<file path="config.mk">
export PLATFORM = sky130hd
export DESIGN_NAME = oldest_first_slot_buffer_with_eviction
export DESIGN_NICKNAME = d
export VERILOG_FILES = /design/src/hw/rtl/ofsb_pkg.sv /design/src/hw/rtl/ofsb_ctrl.sv /design/src/hw/rtl/ofsb_datapath.sv /design/src/hw/rtl/oldest_first_slot_buffer_with_eviction.sv
export SDC_FILE = /design/constraint.sdc
export NUM_CORES = 2
export LEC_CHECK = 0
export BUFFER_PORTS_ARGS = -buffer_cell sky130_fd_sc_hd__buf_2
export CORE_ASPECT_RATIO = 2
export CORE_MARGIN = 3
export CORE_UTILIZATION = 45
export CTS_BUF_LIST = sky130_fd_sc_hd__clkbuf_4
export DETAILED_ROUTE_END_ITERATION = 7
export PLACE_DENSITY = 0.57
export SLEW_MARGIN = 20
export SYNTH_ARGS = -nofsm -noshare
export SYNTH_HDL_FRONTEND = slang
export SYNTH_SLANG_ARGS = --single-unit
</file>
<file path="constraint.sdc">
create_clock -name clk -period 42.4 [get_ports clk]
set_clock_uncertainty 0.15 [all_clocks]
set_input_delay 8.48 -clock clk [delete_from_list [all_inputs] [get_ports clk]]
set_output_delay 8.48 -clock clk [all_outputs]
set_load 0.02 [all_outputs]
</file>
<file path="src/hw/rtl/ofsb_pkg.sv">
// ----------------------------------------------------------------------------
// ofsb_pkg
// Shared types and constants of the oldest-first slot buffer.
// ----------------------------------------------------------------------------
package ofsb_pkg;

    localparam int SLOT_COUNT    = 8;
    localparam int PAYLOAD_WIDTH = 32;
    localparam int IDX_W         = (SLOT_COUNT > 1) ? $clog2(SLOT_COUNT) : 1;
    localparam int CNT_W         = $clog2(SLOT_COUNT + 1);
    localparam int ENTRY_W       = 64 + PAYLOAD_WIDTH + 1 + 1 + 64;

    localparam logic [2:0] KIND_PUBLISH = 3'd0;
    localparam logic [2:0] KIND_CONSUME = 3'd1;
    localparam logic [2:0] KIND_DISC    = 3'd2;
    localparam logic [2:0] KIND_DISC_KB = 3'd3;
    localparam logic [2:0] KIND_READ    = 3'd4;

    localparam logic [2:0] SEL_ATTEMPTED = 3'd0;
    localparam logic [2:0] SEL_PUBLISHED = 3'd1;
    localparam logic [2:0] SEL_RECLAIMED = 3'd2;
    localparam logic [2:0] SEL_DROPPED   = 3'd3;
    localparam logic [2:0] SEL_CONSUMED  = 3'd4;
    localparam logic [2:0] SEL_DISCARDED = 3'd5;
    localparam logic [2:0] SEL_HIGH      = 3'd6;

    // Commands from the controller to the datapath.
    typedef struct packed {
        logic load;      // capture the command
        logic scan_clr;  // restart the slot scan
        logic scan_step; // examine one slot
        logic finish;    // apply the chosen action and form the result
    } ofsb_cmd_t;

    typedef struct packed {
        logic scan_last; // the slot under examination is the last one
    } ofsb_stat_t;

endpackage

</file>
<file path="src/hw/rtl/ofsb_ctrl.sv">
// ----------------------------------------------------------------------------
// ofsb_ctrl
// Sequencer: capture, scan every slot once, then finish and strobe.
// ----------------------------------------------------------------------------
module ofsb_ctrl
(
    input  logic                clk,
    input  logic                rst_n,
    input  logic                start,
    input  ofsb_pkg::ofsb_stat_t stat,
    output ofsb_pkg::ofsb_cmd_t  cmd,
    output logic                busy,
    output logic                done
);

    typedef enum logic [1:0] {ST_IDLE, ST_SCAN, ST_FINISH} state_t;

    state_t state_reg, state_next;
    logic   done_reg, done_next;

    always_comb
    begin
        state_next = state_reg;
        done_next  = 1'b0;
        cmd        = '0;
        unique case (state_reg)
            ST_IDLE:
            begin
                if (start)
                begin
                    cmd.load     = 1'b1;
                    cmd.scan_clr = 1'b1;
                    state_next   = ST_SCAN;
                end
            end
            ST_SCAN:
            begin
                cmd.scan_step = 1'b1;
                if (stat.scan_last)
                begin
                    state_next = ST_FINISH;
                end
            end
            ST_FINISH:
            begin
                cmd.finish = 1'b1;
                done_next  = 1'b1;
                state_next = ST_IDLE;
            end
            default:
            begin
                state_next = ST_IDLE;
            end
        endcase
    end

    always_ff @(posedge clk or negedge rst_n)
    begin
        if (!rst_n)
        begin
            state_reg <= ST_IDLE;
            done_reg  <= 1'b0;
        end
        else
        begin
            state_reg <= state_next;
            done_reg  <= done_next;
        end
    end

    assign busy = (state_reg != ST_IDLE);
    assign done = done_reg;

`ifndef SYNTH
    a_done_after_finish: assert property (@(posedge clk) disable iff (!rst_n)
        done_reg |-> $past(state_reg == ST_FINISH))
        else $error("done without finish step");
    a_load_only_idle: assert property (@(posedge clk) disable iff (!rst_n)
        cmd.load |-> state_reg == ST_IDLE)
        else $error("load while busy");
    a_finish_to_idle: assert property (@(posedge clk) disable iff (!rst_n)
        state_reg == ST_FINISH |=> state_reg == ST_IDLE)
        else $error("finish did not return to idle");
`endif

endmodule

</file>
<file path="src/hw/rtl/ofsb_datapath.sv">
// ----------------------------------------------------------------------------
// ofsb_datapath
// Slot store, serial oldest-slot search, counters and result registers.
// ----------------------------------------------------------------------------
module ofsb_datapath
(
    input  logic                              clk,
    input  logic                              rst_n,
    input  ofsb_pkg::ofsb_cmd_t               cmd,
    output ofsb_pkg::ofsb_stat_t              stat,
    input  logic [2:0]                        kind,
    input  logic [63:0]                       item_sequence,
    input  logic [31:0]                       item_payload,
    input  logic                              item_boundary,
    input  logic                              item_reset_mark,
    input  logic [63:0]                       generation,
    input  logic [2:0]                        counter_select,
    output logic                              was_published,
    output logic                              evicted_oldest,
    output logic                              dropped_incoming,
    output logic                              found,
    output logic [63:0]                       out_sequence,
    output logic [31:0]                       out_payload,
    output logic                              out_boundary,
    output logic                              out_reset_mark,
    output logic [63:0]                       out_generation,
    output logic [3:0]                        ready_count,
    output logic [63:0]                       counter_value
);

    localparam int N  = ofsb_pkg::SLOT_COUNT;
    localparam int IW = ofsb_pkg::IDX_W;
    localparam int CW = ofsb_pkg::CNT_W;
    localparam int PW = ofsb_pkg::PAYLOAD_WIDTH;

    // Captured command.
    logic [2:0]  kind_reg;
    logic [63:0] seq_reg, gen_reg;
    logic [PW-1:0] pay_reg;
    logic        bnd_reg, rst_mark_reg;
    logic [2:0]  sel_reg;

    // Slot store: ready bits in flip-flops, entries with no reset.
    logic [N-1:0]  ready_reg;
    logic [63:0]   sseq_reg [N];
    logic [PW-1:0] spay_reg [N];
    logic          sbnd_reg [N];
    logic          smark_reg [N];
    logic [63:0]   sgen_reg [N];

    logic [63:0] evc_reg [6];
    logic [CW-1:0] high_reg;

    // Scan state.
    logic [IW-1:0] scan_reg;
    logic          free_hit_reg, cons_hit_reg, evict_hit_reg;
    logic [IW-1:0] free_idx_reg, cons_idx_reg, evict_idx_reg;
    logic [63:0]   cons_best_reg, evict_best_reg;
    logic [N-1:0]  keep_reg;

    assign stat.scan_last = (scan_reg == IW'(N - 1));

    logic [CW-1:0] n_ready;
    always_comb
    begin
        n_ready = '0;
        for (int i = 0; i < N; i++)
        begin
            n_ready = n_ready + CW'(ready_reg[i]);
        end
    end

    // One slot examined per cycle.
    logic cur_ready, cur_keep;
    assign cur_ready = ready_reg[scan_reg];
    assign cur_keep  = (kind_reg == ofsb_pkg::KIND_DISC_KB) && (gen_reg != 64'd0) &&
                       sbnd_reg[scan_reg] && smark_reg[scan_reg] &&
                       (sgen_reg[scan_reg] == gen_reg);

    always_ff @(posedge clk)
    begin
        if (cmd.load)
        begin
            kind_reg     <= kind;
            seq_reg      <= item_sequence;
            pay_reg      <= item_payload[PW-1:0];
            bnd_reg      <= item_boundary;
            rst_mark_reg <= item_reset_mark;
            gen_reg      <= generation;
            sel_reg      <= counter_select;
        end
        if (cmd.scan_clr)
        begin
            free_hit_reg   <= 1'b0;
            cons_hit_reg   <= 1'b0;
            evict_hit_reg  <= 1'b0;
            free_idx_reg   <= '0;
            cons_idx_reg   <= '0;
            evict_idx_reg  <= '0;
            cons_best_reg  <= '1;
            evict_best_reg <= '1;
            keep_reg       <= '0;
        end
        else if (cmd.scan_step)
        begin
            if (!cur_ready && !free_hit_reg)
            begin
                free_hit_reg <= 1'b1;
                free_idx_reg <= scan_reg;
            end
            if (cur_ready && sseq_reg[scan_reg] < cons_best_reg)
            begin
                cons_hit_reg  <= 1'b1;
                cons_idx_reg  <= scan_reg;
                cons_best_reg <= sseq_reg[scan_reg];
            end
            if (cur_ready && !sbnd_reg[scan_reg] && sseq_reg[scan_reg] < evict_best_reg)
            begin
                evict_hit_reg  <= 1'b1;
                evict_idx_reg  <= scan_reg;
                evict_best_reg <= sseq_reg[scan_reg];
            end
            keep_reg[scan_reg] <= cur_ready && cur_keep;
        end
    end

    always_ff @(posedge clk or negedge rst_n)
    begin
        if (!rst_n)
        begin
            scan_reg <= '0;
        end
        else if (cmd.scan_clr)
        begin
            scan_reg <= '0;
        end
        else if (cmd.scan_step && !stat.scan_last)
        begin
            scan_reg <= scan_reg + IW'(1);
        end
    end

    // Finish step decisions.
    logic          pub_ok;
    logic [IW-1:0] pub_idx;
    logic [N-1:0]  disc_mask;
    logic [CW-1:0] n_after, n_disc;
    assign pub_ok  = free_hit_reg || evict_hit_reg;
    assign pub_idx = free_hit_reg ? free_idx_reg : evict_idx_reg;
    assign disc_mask = ready_reg & ~keep_reg;
    always_comb
    begin
        n_disc = '0;
        for (int i = 0; i < N; i++)
        begin
            n_disc = n_disc + CW'(disc_mask[i]);
        end
    end
    assign n_after = n_ready + CW'(free_hit_reg);

    always_ff @(posedge clk)
    begin
        if (cmd.finish && kind_reg == ofsb_pkg::KIND_PUBLISH && pub_ok)
        begin
            sseq_reg[pub_idx]  <= seq_reg;
            spay_reg[pub_idx]  <= pay_reg;
            sbnd_reg[pub_idx]  <= bnd_reg;
            smark_reg[pub_idx] <= rst_mark_reg;
            sgen_reg[pub_idx]  <= gen_reg;
        end
    end

    logic [N-1:0] ready_next;
    always_comb
    begin
        ready_next = ready_reg;
        case (kind_reg)
            ofsb_pkg::KIND_PUBLISH: if (pub_ok) ready_next[pub_idx] = 1'b1;
            ofsb_pkg::KIND_CONSUME: if (cons_hit_reg) ready_next[cons_idx_reg] = 1'b0;
            ofsb_pkg::KIND_DISC, ofsb_pkg::KIND_DISC_KB: ready_next = ready_reg & keep_reg;
            default: ready_next = ready_reg;
        endcase
    end

    always_ff @(posedge clk or negedge rst_n)
    begin
        if (!rst_n)
        begin
            ready_reg <= '0;
            high_reg  <= '0;
            for (int i = 0; i < 6; i++)
            begin
                evc_reg[i] <= '0;
            end
        end
        else if (cmd.finish)
        begin
            ready_reg <= ready_next;
            case (kind_reg)
                ofsb_pkg::KIND_PUBLISH:
                begin
                    evc_reg[ofsb_pkg::SEL_ATTEMPTED] <= evc_reg[ofsb_pkg::SEL_ATTEMPTED] + 64'd1;
                    if (pub_ok)
                    begin
                        evc_reg[ofsb_pkg::SEL_PUBLISHED] <=
                            evc_reg[ofsb_pkg::SEL_PUBLISHED] + 64'd1;
                        if (n_after > high_reg)
                        begin
                            high_reg <= n_after;
                        end
                    end
                    else
                    begin
                        evc_reg[ofsb_pkg::SEL_DROPPED] <= evc_reg[ofsb_pkg::SEL_DROPPED] + 64'd1;
                    end
                    if (!free_hit_reg && evict_hit_reg)
                    begin
                        evc_reg[ofsb_pkg::SEL_RECLAIMED] <=
                            evc_reg[ofsb_pkg::SEL_RECLAIMED] + 64'd1;
                    end
                end
                ofsb_pkg::KIND_CONSUME:
                begin
                    if (cons_hit_reg)
                    begin
                        evc_reg[ofsb_pkg::SEL_CONSUMED] <= evc_reg[ofsb_pkg::SEL_CONSUMED] + 64'd1;
                    end
                end
                ofsb_pkg::KIND_DISC, ofsb_pkg::KIND_DISC_KB:
                begin
                    evc_reg[ofsb_pkg::SEL_DISCARDED] <=
                        evc_reg[ofsb_pkg::SEL_DISCARDED] + 64'(n_disc);
                end
                default:
                begin
                end
            endcase
        end
    end

    // Result registers, loaded on the finish step only.
    logic [CW-1:0] cnt_after;
    always_comb
    begin
        cnt_after = '0;
        for (int i = 0; i < N; i++)
        begin
            cnt_after = cnt_after + CW'(ready_next[i]);
        end
    end

    logic [63:0] cval;
    always_comb
    begin
        cval = '0;
        if (kind_reg == ofsb_pkg::KIND_READ)
        begin
            case (sel_reg)
                ofsb_pkg::SEL_HIGH: cval = 64'(high_reg);
                3'd7:               cval = '0;
                default:            cval = evc_reg[sel_reg];
            endcase
        end
    end

    logic is_pub, is_cons;
    assign is_pub  = (kind_reg == ofsb_pkg::KIND_PUBLISH);
    assign is_cons = (kind_reg == ofsb_pkg::KIND_CONSUME) && cons_hit_reg;

    always_ff @(posedge clk)
    begin
        if (cmd.finish)
        begin
            was_published    <= is_pub && pub_ok;
            evicted_oldest   <= is_pub && !free_hit_reg && evict_hit_reg;
            dropped_incoming <= is_pub && !pub_ok;
            found            <= is_cons;
            out_sequence     <= is_cons ? sseq_reg[cons_idx_reg] : 64'd0;
            out_payload      <= is_cons ? 32'(spay_reg[cons_idx_reg]) : 32'd0;
            out_boundary     <= is_cons && sbnd_reg[cons_idx_reg];
            out_reset_mark   <= is_cons && smark_reg[cons_idx_reg];
            out_generation   <= is_cons ? sgen_reg[cons_idx_reg] : 64'd0;
            ready_count      <= 4'(cnt_after);
            counter_value    <= cval;
        end
    end

`ifndef SYNTH
    a_high_bound: assert property (@(posedge clk) disable iff (!rst_n)
        high_reg <= CW'(N))
        else $error("high-water mark above slot count");
    a_publish_sets: assert property (@(posedge clk) disable iff (!rst_n)
        cmd.finish && is_pub && pub_ok |=> ready_reg[$past(pub_idx)])
        else $error("published slot not ready");
    a_consume_clears: assert property (@(posedge clk) disable iff (!rst_n)
        cmd.finish && is_cons |=> !ready_reg[$past(cons_idx_reg)])
        else $error("consumed slot still ready");
`endif

endmodule

</file>
<file path="src/hw/rtl/oldest_first_slot_buffer_with_eviction.sv">
// ----------------------------------------------------------------------------
// oldest_first_slot_buffer_with_eviction
// Eight-slot drop-oldest buffer with boundary protection and telemetry.
// ----------------------------------------------------------------------------
// Each command is captured at the edge that accepts it. A serial oldest-slot
// search follows, one slot per cycle, then a finish step that updates the
// slots and counters and registers the result. The result is then shown for
// one cycle on done, which the receiver must take, since it cannot stall. busy
// is high from the edge that accepts start until the edge that raises done, so
// a new command can be started in the cycle that the result is presented.
// Every command, including a counter read or an unused kind, yields exactly
// one result transfer.
// ----------------------------------------------------------------------------
module oldest_first_slot_buffer_with_eviction
(
    input  logic        clk,
    input  logic        rst_n,
    input  logic        start,
    output logic        busy,
    output logic        done,
    input  logic [2:0]  kind,
    input  logic [63:0] item_sequence,
    input  logic [31:0] item_payload,
    input  logic        item_boundary,
    input  logic        item_reset_mark,
    input  logic [63:0] generation,
    input  logic [2:0]  counter_select,
    output logic        was_published,
    output logic        evicted_oldest,
    output logic        dropped_incoming,
    output logic        found,
    output logic [63:0] out_sequence,
    output logic [31:0] out_payload,
    output logic        out_boundary,
    output logic        out_reset_mark,
    output logic [63:0] out_generation,
    output logic [3:0]  ready_count,
    output logic [63:0] counter_value
);

    ofsb_pkg::ofsb_cmd_t  cmd;
    ofsb_pkg::ofsb_stat_t stat;

    // The sequencer issues commands; the datapath reports when its scan ends.
    ofsb_ctrl u_ctrl
    (
        .clk   (clk),
        .rst_n (rst_n),
        .start (start),
        .stat  (stat),
        .cmd   (cmd),
        .busy  (busy),
        .done  (done)
    );

    ofsb_datapath u_dp
    (
        .clk              (clk),
        .rst_n            (rst_n),
        .cmd              (cmd),
        .stat             (stat),
        .kind             (kind),
        .item_sequence    (item_sequence),
        .item_payload     (item_payload),
        .item_boundary    (item_boundary),
        .item_reset_mark  (item_reset_mark),
        .generation       (generation),
        .counter_select   (counter_select),
        .was_published    (was_published),
        .evicted_oldest   (evicted_oldest),
        .dropped_incoming (dropped_incoming),
        .found            (found),
        .out_sequence     (out_sequence),
        .out_payload      (out_payload),
        .out_boundary     (out_boundary),
        .out_reset_mark   (out_reset_mark),
        .out_generation   (out_generation),
        .ready_count      (ready_count),
        .counter_value    (counter_value)
    );

`ifndef SYNTH
    a_no_start_busy_done: assert property (@(posedge clk) disable iff (!rst_n)
        done |-> !$past(done))
        else $error("back-to-back result strobes");
    a_busy_after_start: assert property (@(posedge clk) disable iff (!rst_n)
        start && !busy |=> busy)
        else $error("accepted command did not raise busy");
    a_done_clears_busy: assert property (@(posedge clk) disable iff (!rst_n)
        done |-> !busy)
        else $error("result strobe while busy");
`endif

endmodule

</file>
# ---- Word level (Yosys, flattened, before mapping)
# Memory sizes are Yosys's and may differ from the RTL's. A register that Yosys moved wholly into a read port is not among the register bits.
# Index checks and enable logic that the tools add are counted.
# W data, S select, Z words.
dict set report word_totals {
  ramBits 1296
  inputBits 171
  memories 5
  regBits 792
}
# memory words width read_ports rd_clocked_by_memory_dff wr line
set memory_table {}
lappend memory_table {u_dp.sgen_reg 8 64 2 1 1 ofsb_datapath.sv:49} ;# logic [63:0] sgen_reg [N];
lappend memory_table {u_dp.sseq_reg 8 64 2 1 1 ofsb_datapath.sv:45} ;# logic [63:0] sseq_reg [N];
lappend memory_table {u_dp.spay_reg 8 32 1 1 1 ofsb_datapath.sv:46} ;# logic [PW-1:0] spay_reg [N];
lappend memory_table {u_dp.sbnd_reg 8 1 2 1 1 ofsb_datapath.sv:47} ;# logic sbnd_reg [N];
lappend memory_table {u_dp.smark_reg 8 1 2 1 1 ofsb_datapath.sv:48} ;# logic smark_reg [N];
dict set report classes {
  bitwise 8
  magnitude_cmp 10
  n_addsub 29
  n_reduce_logical 49
  mux 32
  eq_ne 12
}
# operator n
set op_table {}
lappend op_table {{$add A64 B1 Y64 const B} 5}
lappend op_table {{$bmux W64 S3} 1}
lappend op_table {{$lt A64 B64 Y1} 2}
lappend op_table {{$mux W64} 2}
lappend op_table {{$pmux W64 S2} 1}
lappend op_table {{$add A4 B1 Y4} 19}
lappend op_table {{$add A64 B4 Y64} 1}
lappend op_table {{$eq A64 B64 Y1} 1}
lappend op_table {{$reduce_bool A64 Y1} 1}
lappend op_table {{$and A8 B8 Y8} 3}
lappend op_table {{$pmux W8 S3} 1}
lappend op_table {{$logic_and A1 B1 Y1} 23}
lappend op_table {{$mux W3} 7}
lappend op_table {{$mux W8} 2}
lappend op_table {{$not A8 Y8} 2}
lappend op_table {{$eq A3 B3 Y1 const B} 4}
lappend op_table {{$lt A3 B4 Y1 const B} 3}
lappend op_table {{$reduce_and A2 Y1} 6}
lappend op_table {{$reduce_and A3 Y1} 4}
lappend op_table {{$demux W1 S3} 3}
lappend op_table {{$ge A3 B1 Y1 const B} 3}
lappend op_table {{$bwmux W8} 1}
lappend op_table {{$logic_not A1 Y1} 8}
lappend op_table {{$mux W1} 8}
lappend op_table {{22 further kinds} 29}

# ---- Longest topological paths before layout
dict set report depth {
  ltp_word 15
  depth_mapped 24
  mapped_depth_nobuf 20
}

# ---- Cells and area by module
# A second synthesis with hierarchy kept.
dict set report hier_totals {
  cells_unflattened 6698
  area_unflattened_um2 100435.1
}
# module n_inst seq_area_each_um2 area_each_um2 cells_per_inst
set modules_own_cells {}
lappend modules_own_cells {ofsb_datapath 1 63996.4 100281.2 6684}
lappend modules_own_cells {ofsb_ctrl 1 75.1 153.9 14}

# ---- Worst setup path before layout
# Ideal clock, no wire load.
dict set report synth_path {
  path_type {input-to-reg}
  startpoint {input port start}
  endpoint {register u_dp.bnd_reg (enable)}
  setup_slack_ns 28.263
  setup_ns 0.600
  t_required_ns 41.650
  path_stages 3
  path_buffers 1
  arrival_time_ns 13.387
  cell_sequence {nand2_1 inv_1 clkbuf_1}
}
dict set report synth_between {
  elab_chain_cells 2
}
# item line
set synth_rtl {}
lappend synth_rtl {{from (decl)} oldest_first_slot_buffer_with_eviction.sv:18} ;# input logic start,
lappend synth_rtl {{$mux W2} ofsb_ctrl.sv:29} ;# if (start)
lappend synth_rtl {{$mux W2} ofsb_ctrl.sv:26} ;# unique case (state_reg)
lappend synth_rtl {{to (signal assigned)} ofsb_datapath.sv:87} ;# bnd_reg <= item_boundary;
lappend synth_rtl {{to (decl)} ofsb_datapath.sv:40} ;# logic bnd_reg, rst_mark_reg;
# No other way between the ends.
# A chain may end at the register's enable or synchronous reset.

==> results.sh <==
export IMPL_seqCellArea_um2=64100
export IMPL_relSlewSlack_pct=22.4
export IMPL_final_cell_mix="1,698 x edfxtp_1, 747 x clkbuf_4, 454 x nor2_1"
export IMPL_cts_buffers_inserted=535
export IMPL_antenna_found_initial=15
export IMPL_min_path_type="reg -> reg"
export IMPL_synth_warnings=0
export IMPL_cts_tree="yes"
export IMPL_drt_iter0_drc=4665
export IMPL_synth_area_leaders="edfxtp_1 52%, dfrtp_1 10%, mux4_2 9.3%"
export IMPL_port_buffer_count=406
export IMPL_dpl_hpwl_mm=185
export IMPL_initial_core_util_pct=45.3
export IMPL_slew_viol_final=0
export IMPL_ys_types=85
export IMPL_syn_area_per_cell_um2=15.4
export IMPL_seq_area_frac_synth_pct=65.1
export IMPL_clock_latency_ns=1.27
export IMPL_ctsLongestPathBuffers=4
export IMPL_die_height_um=668
export IMPL_worst_setup_path_end_kind="async pin"
export IMPL_rrSetupSlack_ns=35.08
export IMPL_crit_path_top_delay_cell="buf_4"
export IMPL_fp_row_count=242
export IMPL_r2r_start="u_dp.scan_reg[2]"
export IMPL_cp_start_kind="input port"
export IMPL_dp_cells=9425
export IMPL_crit_chain="buf_8 > buf_4 > buf_4 > buf_4 > buf_4 > buf_4"
export IMPL_place_congestion=0.862
export IMPL_fmax_mhz=82.3
export IMPL_min_path_cells=1
export IMPL_grt_pass1_vias=65600
export IMPL_worst_slew_pin_slew_ns=1.15
export IMPL_path_clk_slew_ns=0.06
export IMPL_post_synth_fa_ha_maj_area_fraction_pct=2.23
export IMPL_cp_common_cell="buf_4"
export IMPL_nNetsFinal=7494
export IMPL_min_to="u_dp.evc_reg[383]"
export IMPL_synth_compound_area_share_pct=5.85
export IMPL_final_cell_count_no_fill=10400
export IMPL_cp_max_fo=84
export IMPL_die_width_um=337
export IMPL_synthToLayoutAreaGrowth_pct=12.6
export IMPL_cp_slowest_stage_delay_ns=0.85
export IMPL_cp_top_family="buffers and inverters"
export IMPL_drive_gt1_share_pct=25.9
export IMPL_finalSetupTns_ns=0
export IMPL_rr_endpoint="u_dp.cons_idx_reg[2]"
export IMPL_syn_inst=6414
export IMPL_rsz0062_at_grt="false"
export IMPL_status="complete, no violations"
export IMPL_clock_tree_htree_level_count=6
export IMPL_yosys_area_top_type_share_pct=51.8
export IMPL_drc_errors=0
export IMPL_hold_start="u_dp.evc_reg[383]"
export IMPL_detail_route_antenna_nets=0
export IMPL_drt_first_pass_iters=6
export IMPL_cap_violations=0
export IMPL_leakage_nw=40.2
export IMPL_synth_top_family_by_area="multiplexers"
export IMPL_finalSetupViolCount=0
export IMPL_grtUsageTotal_pct=25.6
export IMPL_synth_async_reset_ratio_pct=17.9
export IMPL_numClockSinks=2251
export IMPL_coreArea_um2=217000
export IMPL_power_density_nw_per_um2=57.6
export IMPL_fp_dieArea_um2=225000
export IMPL_ys_ff_latch=2251
export IMPL_wl_mm=289
export IMPL_synth_ff_type="edfxtp_1"
export IMPL_cp_arrival_ns=13.21
export IMPL_grt_pass1_wl_mm=424
export IMPL_post_cts_resize_count=0
export IMPL_synth_top_area_cell="edfxtp_1"
export IMPL_required_ns=43.45
export IMPL_min_period_over_period_pct=28.7
export IMPL_fillers=18700
export IMPL_reg2reg_depth=17
export IMPL_viasPerCell=5.92
export IMPL_grt_overflow_total=0
export IMPL_period_needed_ns=12.16
export IMPL_yosys_area_share_simple_pct=6.70
export IMPL_finalHoldViolCount=0
export IMPL_multiInputGateArea_um2=32400
export IMPL_cts_root_buf="clkbuf_4"
export IMPL_grt_max_degree=110
export IMPL_vias=61300
export IMPL_path_buf_inv=6
export IMPL_peakVddDrop_mv=0.0397
export IMPL_wire_per_inst_um=27.9
export IMPL_yosys_area_share_xor_xnor_pct=3.90
export IMPL_post_cts_setup_buffers=0
export IMPL_synth_edf_count=1698
export IMPL_io_pins=407
export IMPL_layout_commonest_cell="edfxtp_1"
export IMPL_critPathKind="in -> async"
export IMPL_synthMuxAreaShare_pct=14.0
export IMPL_hold_buffers=0
export IMPL_syn_nets=6752
export IMPL_syn_area_um2=98500
## cell families after synthesis
family / Yosys count
flops: 2251
xor+xnor: 439
mux: 855
buf+inv: 538
simple gates: 1362
compound gates: 802
fa+ha+maj: 167
## worst max-delay path by stage
stage	start	cells past startpoint	slack, ns	endpoint
after floorplan	start	3	28.26	u_dp.bnd_reg
after detailed placement	rst_n	6	28.83	u_dp.evc_reg[191]
after global routing	rst_n	6	29.58	u_dp.evc_reg[375]
after CTS	rst_n	6	30.16	u_dp.evc_reg[375]
after global placement	rst_n	6	28.93	u_dp.evc_reg[189]
final	rst_n	6	30.24	u_dp.evc_reg[383]
## stage by stage
step | setup WS (ns) | hold slack, ns | util, % | cell area [µm²] | power (mW)
5_1_grt | 29.58 | 0.335 | 51.0 | 111000 | 6.71
6_report | 30.24 | 0.317 | 51.0 | 111000 | 6.39
2_1_floorplan | 28.26 | 0.284 | - | 98500 | 3.91
3_5_place_dp | 28.83 | 0.307 | 47.8 | 104000 | 4.64
3_3_place_gp | 28.93 | 0.303 | 47.8 | 104000 | 4.62
4_1_cts | 30.16 | 0.321 | 51.0 | 111000 | 6.47
## cells in the mapped netlist (all sizes together) (133+ instances only)
cell / number
nand4: 140
nor2: 465
nand3: 169
xnor2: 336
edfxtp: 1698
inv: 201
dfxtp: 151
a22oi: 282
dfrtp: 402
mux4: 407
mux2: 133
clkbuf: 210
mux2i: 315
nand2: 294
ha: 153
## layout make-up
class                   count  area share [%]
clock inverters           179            1.14
well taps                2806            3.17
inverters                 203           0.701
flip-flops and latches   2251            57.8
clock buffers             747            5.06
diodes                     12          0.0271
multi-input cells        3625            29.2
repair buffers            540            2.86
## worst reg2reg max path: cells and delay by family, from the launching register on
family	cells	cell delay, ns
flops	1	0.63
simple gates	7	2.17
fa+ha+maj	1	0.21
buf+inv	4	2.34
compound gates	5	1.72
## layer usage
layer	vias to the layer above	wire, µm	GRT usage [%]	share of wire (%)
met5	-	18	0	0.0062
met4	4	15700	13.6	5.4
met3	676	16300	3.68	5.6
met2	2466	152000	45.9	53
met1	31400	105000	29.6	36
li1	26700	-	-	-
## power by group
group | total [mW] | internal (mW) | switching [mW]
sequential | 2.65 | 2.52 | 0.127
combinational | 1.93 | 0.711 | 1.21
clock | 1.81 | 0.938 | 0.873
Power figures use the tool's default switching activity.
